## src/hw/rtl/hilm_pkg.sv

```systemverilog
`default_nettype none

package hilm_pkg;

  // item kinds
  localparam logic [1:0] KIND_SET_HEATER = 2'd0;
  localparam logic [1:0] KIND_ALL_OFF    = 2'd1;
  localparam logic [1:0] KIND_REQUEST    = 2'd2;
  localparam logic [1:0] KIND_SAMPLE     = 2'd3;

  // configuration register indexes
  localparam logic [2:0] CFG_BASELINE   = 3'd0;
  localparam logic [2:0] CFG_SCALE_MULT = 3'd1;
  localparam logic [2:0] CFG_SCALE_SHFT = 3'd2;
  localparam logic [2:0] CFG_SPAN_THR   = 3'd3;
  localparam logic [2:0] CFG_MAINS_V    = 3'd4;

  // configuration reset values
  localparam logic [9:0] BASELINE_RST   = 10'd512;
  localparam logic [7:0] SCALE_MULT_RST = 8'd1;
  localparam logic [3:0] SCALE_SHFT_RST = 4'd0;
  localparam logic [9:0] SPAN_THR_RST   = 10'd16;
  localparam logic [8:0] MAINS_V_RST    = 9'd230;

  localparam logic [7:0]  CURRENT_SAT  = 8'd255;
  localparam logic [16:0] POWER_ROUND  = 17'd5;
  // ceil(2^20 / 10), exact quotient for dividends below 2^18
  localparam logic [16:0] DIV10_RECIP  = 17'd104858;
  localparam int          DIV10_SHIFT  = 20;

  typedef struct packed {
    logic apply;     // take the accepted item
    logic fin_stat;  // avg, span, load, valid flag
    logic fin_mul;   // level times numerator
    logic fin_cur;   // shift, saturate, times volts
    logic fin_div;   // rounded divide by ten via reciprocal
    logic fin_pow;   // store power
    logic emit;      // load output register
  } hilm_cmd_t;

  typedef struct packed {
    logic win_last;  // the offered item closes the window
  } hilm_stat_t;

endpackage

`default_nettype wire

```

## src/hw/rtl/hilm_datapath.sv

```systemverilog
`default_nettype none

module hilm_datapath import hilm_pkg::*; #(
  parameter int WINDOW_LOG2 = 8
) (
  input  wire logic        clk,
  input  wire logic        rst_n,
  input  wire hilm_cmd_t   cmd,
  output hilm_stat_t       stat,
  input  wire logic [1:0]  in_kind,
  input  wire logic        in_heater_select,
  input  wire logic        in_enable,
  input  wire logic [9:0]  in_sample,
  input  wire logic        cfg_we,
  input  wire logic [2:0]  cfg_index,
  input  wire logic [9:0]  cfg_data,
  output logic             out_accepted,
  output logic             out_mash_on,
  output logic             out_boil_on,
  output logic             out_busy_res,
  output logic             out_result_valid,
  output logic             out_load_present,
  output logic [9:0]       out_window_min,
  output logic [9:0]       out_window_max,
  output logic [9:0]       out_window_avg,
  output logic [9:0]       out_window_span,
  output logic [7:0]       out_current_tenths,
  output logic [13:0]      out_power_watts
);

  localparam int SumW = 10 + WINDOW_LOG2;
  localparam int CntW = WINDOW_LOG2 + 1;
  localparam logic [CntW-1:0] CntLast = CntW'((1 << WINDOW_LOG2) - 1);

  // configuration
  logic [9:0] base_r;
  logic [7:0] mult_r;
  logic [3:0] shft_r;
  logic [9:0] thr_r;
  logic [8:0] volts_r;

  // architectural state
  logic            mash_r, mash_nxt;
  logic            boil_r, boil_nxt;
  logic            discard_r, discard_nxt;
  logic            active_r, active_nxt;
  logic            valid_r, valid_nxt;
  logic [9:0]      min_r, min_nxt;
  logic [9:0]      max_r, max_nxt;
  logic [SumW-1:0] sum_r, sum_nxt;
  logic [CntW-1:0] cnt_r, cnt_nxt;
  logic [9:0]      avg_r, avg_nxt;
  logic [9:0]      span_r, span_nxt;
  logic            load_r, load_nxt;
  logic [7:0]      cur_r, cur_nxt;
  logic [13:0]     pow_r, pow_nxt;
  logic            acc_r, acc_nxt;

  // finish pipeline products
  logic [17:0] prod1_r;
  logic [16:0] prod2_r;
  logic [33:0] prod3_r;

  logic        h_self, h_other, h_change;
  logic [9:0]  level;
  logic [15:0] cur_shifted;
  logic [7:0]  cur_sat;
  logic [16:0] pow_dividend;

  assign stat.win_last = (in_kind == KIND_SAMPLE) && active_r && (cnt_r == CntLast);

  assign h_self   = in_heater_select ? boil_r : mash_r;
  assign h_other  = in_heater_select ? mash_r : boil_r;
  assign h_change = (h_self != in_enable) || (in_enable && h_other);

  assign level        = (avg_r > base_r) ? (avg_r - base_r) : 10'd0;
  assign cur_shifted  = prod1_r[15:0] >> shft_r;
  assign cur_sat      = (|cur_shifted[15:8]) ? CURRENT_SAT : cur_shifted[7:0];
  assign pow_dividend = prod2_r + POWER_ROUND;

  always_comb begin
    mash_nxt    = mash_r;
    boil_nxt    = boil_r;
    discard_nxt = discard_r;
    active_nxt  = active_r;
    valid_nxt   = valid_r;
    min_nxt     = min_r;
    max_nxt     = max_r;
    sum_nxt     = sum_r;
    cnt_nxt     = cnt_r;
    avg_nxt     = avg_r;
    span_nxt    = span_r;
    load_nxt    = load_r;
    cur_nxt     = cur_r;
    pow_nxt     = pow_r;
    acc_nxt     = acc_r;
    if (cmd.apply) begin
      acc_nxt = 1'b1;
      unique case (in_kind)
        KIND_SET_HEATER: begin
          if (in_heater_select) begin
            boil_nxt = in_enable;
            mash_nxt = in_enable ? 1'b0 : mash_r;
          end else begin
            mash_nxt = in_enable;
            boil_nxt = in_enable ? 1'b0 : boil_r;
          end
          if (h_change) begin
            discard_nxt = 1'b1;
            valid_nxt   = 1'b0;
          end
        end
        KIND_ALL_OFF: begin
          if (mash_r || boil_r) begin
            discard_nxt = 1'b1;
            valid_nxt   = 1'b0;
          end
          mash_nxt = 1'b0;
          boil_nxt = 1'b0;
        end
        KIND_REQUEST: begin
          if (active_r) begin
            acc_nxt = 1'b0;
          end else begin
            min_nxt    = '0;
            max_nxt    = '0;
            sum_nxt    = '0;
            cnt_nxt    = '0;
            avg_nxt    = '0;
            span_nxt   = '0;
            load_nxt   = 1'b0;
            cur_nxt    = '0;
            pow_nxt    = '0;
            valid_nxt  = 1'b0;
            active_nxt = 1'b1;
          end
        end
        KIND_SAMPLE: begin
          if (active_r) begin
            if (cnt_r == '0) begin
              min_nxt = in_sample;
              max_nxt = in_sample;
            end else begin
              if (in_sample < min_r) min_nxt = in_sample;
              if (in_sample > max_r) max_nxt = in_sample;
            end
            sum_nxt = sum_r + SumW'(in_sample);
            cnt_nxt = cnt_r + CntW'(1);
            if (cnt_r == CntLast) active_nxt = 1'b0;
          end
        end
        default: ;
      endcase
    end
    if (cmd.fin_stat) begin
      avg_nxt  = sum_r[SumW-1 -: 10];
      span_nxt = max_r - min_r;
      load_nxt = (max_r - min_r) >= thr_r;
      if (discard_r) begin
        discard_nxt = 1'b0;
        valid_nxt   = 1'b0;
      end else begin
        valid_nxt = 1'b1;
      end
    end
    if (cmd.fin_cur) cur_nxt = cur_sat;
    if (cmd.fin_pow) pow_nxt = prod3_r[DIV10_SHIFT +: 14];
  end

  always_ff @(posedge clk) begin
    if (!rst_n) begin
      base_r    <= BASELINE_RST;
      mult_r    <= SCALE_MULT_RST;
      shft_r    <= SCALE_SHFT_RST;
      thr_r     <= SPAN_THR_RST;
      volts_r   <= MAINS_V_RST;
      mash_r    <= 1'b0;
      boil_r    <= 1'b0;
      discard_r <= 1'b0;
      active_r  <= 1'b0;
      valid_r   <= 1'b0;
      min_r     <= '0;
      max_r     <= '0;
      sum_r     <= '0;
      cnt_r     <= '0;
      avg_r     <= '0;
      span_r    <= '0;
      load_r    <= 1'b0;
      cur_r     <= '0;
      pow_r     <= '0;
      acc_r     <= 1'b1;
    end else begin
      if (cfg_we) begin
        unique case (cfg_index)
          CFG_BASELINE:   base_r  <= cfg_data;
          CFG_SCALE_MULT: mult_r  <= cfg_data[7:0];
          CFG_SCALE_SHFT: shft_r  <= cfg_data[3:0];
          CFG_SPAN_THR:   thr_r   <= cfg_data;
          CFG_MAINS_V:    volts_r <= cfg_data[8:0];
          default: ;
        endcase
      end
      mash_r    <= mash_nxt;
      boil_r    <= boil_nxt;
      discard_r <= discard_nxt;
      active_r  <= active_nxt;
      valid_r   <= valid_nxt;
      min_r     <= min_nxt;
      max_r     <= max_nxt;
      sum_r     <= sum_nxt;
      cnt_r     <= cnt_nxt;
      avg_r     <= avg_nxt;
      span_r    <= span_nxt;
      load_r    <= load_nxt;
      cur_r     <= cur_nxt;
      pow_r     <= pow_nxt;
      acc_r     <= acc_nxt;
    end
  end

  // multiplier chain, each product loaded in its own finish step
  always_ff @(posedge clk) begin
    if (cmd.fin_mul) prod1_r <= {8'd0, level} * {10'd0, mult_r};
    if (cmd.fin_cur) prod2_r <= {9'd0, cur_sat} * {8'd0, volts_r};
    if (cmd.fin_div) prod3_r <= {17'd0, pow_dividend} * {17'd0, DIV10_RECIP};
  end

  // output register, holds the snapshot while the receiver stalls
  always_ff @(posedge clk) begin
    if (cmd.emit) begin
      out_accepted       <= acc_r;
      out_mash_on        <= mash_r;
      out_boil_on        <= boil_r;
      out_busy_res       <= active_r;
      out_result_valid   <= valid_r;
      out_load_present   <= load_r;
      out_window_min     <= min_r;
      out_window_max     <= max_r;
      out_window_avg     <= avg_r;
      out_window_span    <= span_r;
      out_current_tenths <= cur_r;
      out_power_watts    <= pow_r;
    end
  end

endmodule

`default_nettype wire

```

## src/hw/rtl/hilm_ctrl.sv

```systemverilog
`default_nettype none

module hilm_ctrl import hilm_pkg::*; (
  input  wire logic       clk,
  input  wire logic       rst_n,
  input  wire logic       in_valid,
  output logic            in_ready,
  output logic            out_valid,
  input  wire logic       out_ready,
  input  wire hilm_stat_t stat,
  output hilm_cmd_t       cmd
);

  localparam logic [2:0] ST_IDLE = 3'd0;
  localparam logic [2:0] ST_FIN1 = 3'd1;
  localparam logic [2:0] ST_FIN2 = 3'd2;
  localparam logic [2:0] ST_FIN3 = 3'd3;
  localparam logic [2:0] ST_FIN4 = 3'd4;
  localparam logic [2:0] ST_FIN5 = 3'd5;
  localparam logic [2:0] ST_EMIT = 3'd6;

  logic [2:0] state_r, state_nxt;
  logic       out_valid_r, out_valid_nxt;
  logic       out_free;

  assign in_ready  = (state_r == ST_IDLE);
  assign out_valid = out_valid_r;
  assign out_free  = !out_valid_r || out_ready;

  always_comb begin
    cmd       = '0;
    state_nxt = state_r;
    unique case (state_r)
      ST_IDLE: begin
        if (in_valid) begin
          cmd.apply = 1'b1;
          state_nxt = stat.win_last ? ST_FIN1 : ST_EMIT;
        end
      end
      ST_FIN1: begin
        cmd.fin_stat = 1'b1;
        state_nxt    = ST_FIN2;
      end
      ST_FIN2: begin
        cmd.fin_mul = 1'b1;
        state_nxt   = ST_FIN3;
      end
      ST_FIN3: begin
        cmd.fin_cur = 1'b1;
        state_nxt   = ST_FIN4;
      end
      ST_FIN4: begin
        cmd.fin_div = 1'b1;
        state_nxt   = ST_FIN5;
      end
      ST_FIN5: begin
        cmd.fin_pow = 1'b1;
        state_nxt   = ST_EMIT;
      end
      ST_EMIT: begin
        // wait until the previous item has left the output register
        if (out_free) begin
          cmd.emit  = 1'b1;
          state_nxt = ST_IDLE;
        end
      end
      default: state_nxt = ST_IDLE;
    endcase
  end

  always_comb begin
    out_valid_nxt = out_valid_r;
    if (cmd.emit) begin
      out_valid_nxt = 1'b1;
    end else if (out_ready) begin
      out_valid_nxt = 1'b0;
    end
  end

  always_ff @(posedge clk) begin
    if (!rst_n) begin
      state_r     <= ST_IDLE;
      out_valid_r <= 1'b0;
    end else begin
      state_r     <= state_nxt;
      out_valid_r <= out_valid_nxt;
    end
  end

endmodule

`default_nettype wire

```

## src/hw/rtl/heater_interlock_ac_load_monitor.sv

```systemverilog
// Heater interlock and AC load monitor.
// Input channel (in_valid/in_ready) carries one item: a heater set, an all-off,
// a measurement request or one ADC sample. Output channel (out_valid/out_ready)
// returns one status snapshot per item, taken after the item is applied.
// Configuration is written through cfg_we/cfg_index/cfg_data. The user must
// write it only while no item is in flight; the block does not enforce this.
// One item is worked on at a time. Most items go from accept straight to the
// emit step; the next item is taken once the output register is loaded.
// The sample that closes a window first runs five finish steps: the window
// statistics, the level multiply, the saturating shift with the volts multiply
// and the divide by ten done as a reciprocal multiply, then the power store.
// The output register holds its item while out_ready is low; the next item
// is still taken and worked on, and waits in its emit step until the
// register is free, so nothing is lost under any stall pattern.
// Synchronous reset (rst_n low) restores the configuration defaults,
// switches both heaters off, closes any window and clears all results.
`default_nettype none

module heater_interlock_ac_load_monitor import hilm_pkg::*; #(
  parameter int WINDOW_LOG2 = 8
) (
  input  wire logic        clk,
  input  wire logic        rst_n,
  input  wire logic        in_valid,
  output logic             in_ready,
  input  wire logic [1:0]  in_kind,
  input  wire logic        in_heater_select,
  input  wire logic        in_enable,
  input  wire logic [9:0]  in_sample,
  output logic             out_valid,
  input  wire logic        out_ready,
  output logic             out_accepted,
  output logic             out_mash_on,
  output logic             out_boil_on,
  output logic             out_busy_res,
  output logic             out_result_valid,
  output logic             out_load_present,
  output logic [9:0]       out_window_min,
  output logic [9:0]       out_window_max,
  output logic [9:0]       out_window_avg,
  output logic [9:0]       out_window_span,
  output logic [7:0]       out_current_tenths,
  output logic [13:0]      out_power_watts,
  input  wire logic        cfg_we,
  input  wire logic [2:0]  cfg_index,
  input  wire logic [9:0]  cfg_data
);

  hilm_cmd_t  cmd;
  hilm_stat_t stat;

  hilm_ctrl u_ctrl (
    .clk       (clk),
    .rst_n     (rst_n),
    .in_valid  (in_valid),
    .in_ready  (in_ready),
    .out_valid (out_valid),
    .out_ready (out_ready),
    .stat      (stat),
    .cmd       (cmd)
  );

  hilm_datapath #(
    .WINDOW_LOG2 (WINDOW_LOG2)
  ) u_dp (
    .clk                (clk),
    .rst_n              (rst_n),
    .cmd                (cmd),
    .stat               (stat),
    .in_kind            (in_kind),
    .in_heater_select   (in_heater_select),
    .in_enable          (in_enable),
    .in_sample          (in_sample),
    .cfg_we             (cfg_we),
    .cfg_index          (cfg_index),
    .cfg_data           (cfg_data),
    .out_accepted       (out_accepted),
    .out_mash_on        (out_mash_on),
    .out_boil_on        (out_boil_on),
    .out_busy_res       (out_busy_res),
    .out_result_valid   (out_result_valid),
    .out_load_present   (out_load_present),
    .out_window_min     (out_window_min),
    .out_window_max     (out_window_max),
    .out_window_avg     (out_window_avg),
    .out_window_span    (out_window_span),
    .out_current_tenths (out_current_tenths),
    .out_power_watts    (out_power_watts)
  );

endmodule

`default_nettype wire

```

## config.mk

```make
export PLATFORM = sky130hd
export DESIGN_NAME = heater_interlock_ac_load_monitor
export DESIGN_NICKNAME = d
export VERILOG_FILES = /design/src/hw/rtl/hilm_pkg.sv /design/src/hw/rtl/hilm_datapath.sv /design/src/hw/rtl/hilm_ctrl.sv /design/src/hw/rtl/heater_interlock_ac_load_monitor.sv
export SDC_FILE = /design/constraint.sdc
export NUM_CORES = 1
export LEC_CHECK = 0
export ABC_AREA = 1
export BUFFER_PORTS_ARGS = -buffer_cell sky130_fd_sc_hd__buf_2
export CAP_MARGIN = 20
export CORE_ASPECT_RATIO = 1.5
export CORE_MARGIN = 2
export CORE_UTILIZATION = 30
export CTS_CLUSTER_SIZE = 24
export DETAILED_ROUTE_END_ITERATION = 12
export GPL_TIMING_DRIVEN = 0
export HOLD_SLACK_MARGIN = 0.12
export PLACE_DENSITY = 0.45
export RECOVER_POWER = 25
export REMOVE_ABC_BUFFERS = 1
export SLEW_MARGIN = 15
export SYNTH_ARGS = -nofsm -noshare
export SYNTH_HDL_FRONTEND = slang
export SYNTH_SLANG_ARGS = --single-unit
```

## constraint.sdc

```tcl
create_clock -name clk -period 11 [get_ports clk]
set_input_delay 1.65 -clock clk [delete_from_list [all_inputs] [get_ports clk]]
set_output_delay 1.65 -clock clk [all_outputs]
set_load 0.01 [all_outputs]
```

== Yosys cells after proc, flatten, opt, wreduce, memory -nomap -nowiden ==
Index checks and enable logic that the tools add are counted.
Word-level totals
  register bits after elaboration: 275
  word-level logic and storage cells: 189
Operators by class
  add/subtract/negate cells: 5
  multiply operators: 3
  magnitude comparators: 4
  eq/ne operators: 29
  shifts and indexed selects: 1
  multiplexer cells: 72
  reductions and logical operators: 38
Operators with widths (number)
  $mux W10: 12
  $mux W14: 4
  $mux W8: 5
  $pmux W10 S2: 2
  $mux W18: 2
  $pmux W18 S2: 1
  $mux W1: 34
  $mul A17 B16 Y33 const B: 1
  $pmux W3 S7: 1
  $gt A10 B10 Y1: 2
  $sub A10 B10 Y10: 2
  $add A18 B10 Y18: 1
  $mux W9: 2
  $pmux W9 S2: 1
  $reduce_bool A2 Y1: 9
  $add A17 B3 Y17 const B: 1
  $mul A8 B9 Y17: 1
  $mul A10 B8 Y16: 1
  $shr A16 B4 Y16: 1
  $ne A3 B3 Y1 const B: 5
  $reduce_and A3 Y1: 5
  $reduce_and A5 Y1: 3
  $reduce_and A2 Y1: 7
  $eq A3 B2 Y1 const B: 4
  24 further kinds: 45

== Logic depth before layout (Yosys ltp) ==
  depth after elaboration: 8
  depth in mapped cells: 35
  depth with buffers taken out: 34

== Modules after synthesis ==
A second synthesis with hierarchy kept.
Second synthesis, totals
  cells, all modules: 2631
  area total of the unflattened synthesis: 21932.3 µm²
By module, submodules not included
  hilm_datapath: times used 1, cells an instance 2586, area each 21670.8 µm²
  hilm_ctrl: times used 1, cells an instance 45, area each 261.5 µm²

== Worst setup path before layout ==
Ideal clock, no wire load.
  path type: input -> register
  from: input port out_ready
  to: register u_dp.out_accepted (enable)
  setup time: 662 ps
  arrival time: 8126 ps
  data required time: 10338 ps
  setup slack: 2212 ps
  cell stages on the path: 2
  path buffers: 0
  path through: nor2_1 -> nor4_1
RTL lines
  start, declared: RTL line heater_interlock_ac_load_monitor.sv:31  | input wire logic out_ready,
  end signal, assigned: RTL line hilm_datapath.sv:231  | out_accepted <= acc_r;
  end, declared: RTL line hilm_datapath.sv:17  | output logic out_accepted,

== Worst setup path after layout ==
  from: register u_dp.prod2_r[0]
  to: register u_dp.prod3_r[28], data pin
On the way
  word-level cells in the longest chain between the ends: 2
Ends and longest elaborated chain
  start, declared: RTL line hilm_datapath.sv:61  | logic [16:0] prod2_r;
  start signal, assigned: RTL line hilm_datapath.sv:224  | if (cmd.fin_cur) prod2_r <= {9'd0, cur_sat} * {8'd0, volts_r};
  $add A17 B3 Y17: RTL line hilm_datapath.sv:79  | assign pow_dividend = prod2_r + POWER_ROUND;
  $mul A17 B16 Y33: RTL line hilm_datapath.sv:225  | if (cmd.fin_div) prod3_r <= {17'd0, pow_dividend} * {17'd0, DIV10_RECIP};
  end signal, assigned: RTL line hilm_datapath.sv:225
  end, declared: RTL line hilm_datapath.sv:62  | logic [33:0] prod3_r;
Every way passes these cells.
A chain may end at the register's enable or synchronous reset.

==> impl_metrics.json <==
{
  "synth_seq_cells": 256,
  "grt_max_degree": 65,
  "synth-seq-area-share_pct": 28.91,
  "cp_slowest_cell": "fa_1",
  "die_area_mm2": 0.07457,
  "grt_pass1_wl_mm": 93.58,
  "critPathKind": "reg2reg",
  "routed_wl_mm": 58.94,
  "cap_violations": 0,
  "clk_pin_slew_ps": 60,
  "cts_tree": "done",
  "avgSynthCellArea_um2": 8.411,
  "die_y_um": 333.5,
  "synth_top_area_cell": "fa_1",
  "vias_per_cell": 4.653,
  "synth-compound-area-share_pct": 10.39,
  "numCtsBuffers": 29,
  "cts_root_buf": "clkbuf_16",
  "rows": 120,
  "endpoint_kind": "flop",
  "rrSetupSlack_ps": 3600,
  "drt_first_pass_iters": 5,
  "critical_path.most_common_cell": "inv_1",
  "drt_iter0_markers": 664,
  "fin_crit_sh_pct": 67.26,
  "synthAdderAreaFrac_pct": 31.84,
  "diodes": 0,
  "worstHoldPathCells": 0,
  "arrival_ps": 7750,
  "fmax_mhz": 135.2,
  "port_buffers": 101,
  "dieWidth_um": 223.6,
  "ios": 102,
  "max-clock-path-buffers": 3,
  "ys_top_cells_by_area": "fa_1 (17%), edfxtp_1 (16%), ha_1 (15%)",
  "vias": 16870,
  "utilization_pct": 34.07,
  "htreeDepth": 1,
  "start_util_pct": 30.37,
  "synth_commonest_cells": "inv_1 (528), nand2_1 (451), ha_1 (266), a21oi_1 (216), nor2_1 (203)",
  "cp_max_fo": 7,
  "worst_pin_slew_ps": 1073,
  "grt_overflow_total": 0,
  "synthSimpleGateAreaFrac_pct": 15.52,
  "postSynthCellCount": 2581,
  "critical_path.max_stage_delay_ps": 580,
  "critPathBufInv": 6,
  "crit_start": "u_dp.prod2_r[0]",
  "antenna_found_initial": 2,
  "rsz0062_at_grt": "no",
  "setup_viol": 0,
  "dp_hpwl_mm": 49.06,
  "layout.nets": 3164,
  "finalHoldViolCount": 0,
  "path_delay_family": "adder cells",
  "drive_above_1_share_pct": 7.417,
  "worstReg2RegEnd": "u_dp.prod3_r[28]",
  "fin_cells": 3625,
  "gp_congestion": 0.9172,
  "cts_resized": 0,
  "whs_endpoint": "u_dp.out_window_span[3]",
  "synth_top_cell_area_share_pct": 16.51,
  "cts_sinks": 256,
  "placedCellCount": 3570,
  "muxShareOfSynthArea_pct": 0.2305,
  "synth_edf_count": 115,
  "synth_flop_cell": "dfxtp_1",
  "synthToLayoutAreaGrowth_pct": 12.16,
  "timing.rr.start": "u_dp.prod2_r[0]",
  "fin_crit_ps": 7399,
  "holdBufCountCts": 0,
  "skew_ps": 20.88,
  "synth_top_family_by_area": "adder cells",
  "cts_setup_buffers": 0,
  "drv_slew": 0,
  "hp-class": "reg2reg",
  "core_area_mm2": 0.07147,
  "wl_per_cell_um": 16.26,
  "worstRegToRegCells": 29,
  "ys_types": 57,
  "syn_area_mm2": 0.02171,
  "synthXorXnorAreaFrac_pct": 2.784,
  "hp-start": "u_dp.span_r[3]",
  "drc": 0,
  "synth_async_sr_flop_share_pct": 0,
  "cp.required_ps": 11350,
  "ant_nets": 0,
  "synth_most_common_cell": "inv_1",
  "yosys_warnings": 0,
  "status": "finished clean",
  "grt_pass1_vias": 17610,
  "hold_slack_ps": 423.6,
  "grt_usage_pct": 15.95,
  "slew_headroom_pct": 28.36,
  "start_kind": "flop",
  "clock_latency_ps": 600
}
worst max path at each step:
stage	endpoint	slack [ps]	cells after the start
6_report	u_dp.prod3_r[28]	3600	29
5_1_grt	u_dp.prod3_r[28]	2980	29
4_1_cts	u_dp.prod3_r[28]	3450	29
3_5_place_dp	u_dp.prod3_r[28]	3450	29
3_3_place_gp	u_dp.out_power_watts[11]	-2130	3
2_1_floorplan	u_dp.out_accepted	2210	2
cells in the final DEF (no fill, tap or decap), types with 9 or more instances in the layout:
| master | instances |
|---|---|
| a21o_1 | 12 |
| nand3_1 | 81 |
| clkbuf_16 | 31 |
| xnor2_1 | 16 |
| nand2_1 | 451 |
| buf_2 | 105 |
| dfxtp_1 | 141 |
| o211ai_1 | 12 |
| xor2_1 | 53 |
| nor2_1 | 200 |
| a21oi_1 | 216 |
| clkbuf_1 | 10 |
| ha_1 | 266 |
| o21ai_0 | 117 |
| edfxtp_1 | 115 |
| a31oi_1 | 9 |
| fa_1 | 179 |
| nand4_1 | 15 |
| inv_1 | 530 |
| nor3_1 | 18 |
per-stage QoR:
stage,instance area [um2],setup TNS (ps),setup WS [ps]
2_1_floorplan,21510,0,2212
3_3_place_gp,23160,-144750,-2134
3_5_place_dp,23310,0,3450
4_1_cts,24340,0,3452
5_1_grt,24350,0,2975
6_report,24350,0,3601
final cells by class:
class | count | area (um2)
Clock buffer | 40 | 829.5
Clock inverter | 14 | 201.4
Fill cell | 7551 | 47120
Inverter | 542 | 2043
Multi-Input combinational cell | 1740 | 13210
Sequential cell | 256 | 6276
Tap cell | 915 | 1145
Timing Repair Buffer | 118 | 643.1
registers in the layout, summed over array words and instances, names as in the netlist, 14 cells and up:
name	flops
u_dp.sum_r	18
u_dp.prod2_r	17
u_dp.prod1_r	16
u_dp.out_power_watts	14
u_dp.pow_r	14
u_dp.prod3_r	14
worst register-to-register path, delay by kind of cell (launching register included):
kind            cells  cell delay (ps)
fa+ha+maj           8             3390
simple gates       10             1740
buf+inv             6              620
xor+xnor            2              550
compound gates      3              460
flops               1              410
logic make-up after synthesis:
family | after synthesis
xor gates and xnor gates | 69
adders and majority gates | 445
DFF | 256
buffers and inverters | 585
and+or+nand+nor | 809
AOI/OAI and AO/OA | 412
muxes | 5
metal layers:
layer	part of all wire [%]	GRT usage (%)	up-vias
li1	-	-	8469
met1	38	16.86	8099
met2	56	32.35	217
met3	2.3	1.401	82
met4	3.1	5.376	0
met5	0	0	-
Power is left out: the tool's default activity adds up to more than one toggle a clock period on the data nets, which glitch-free logic cannot reach.
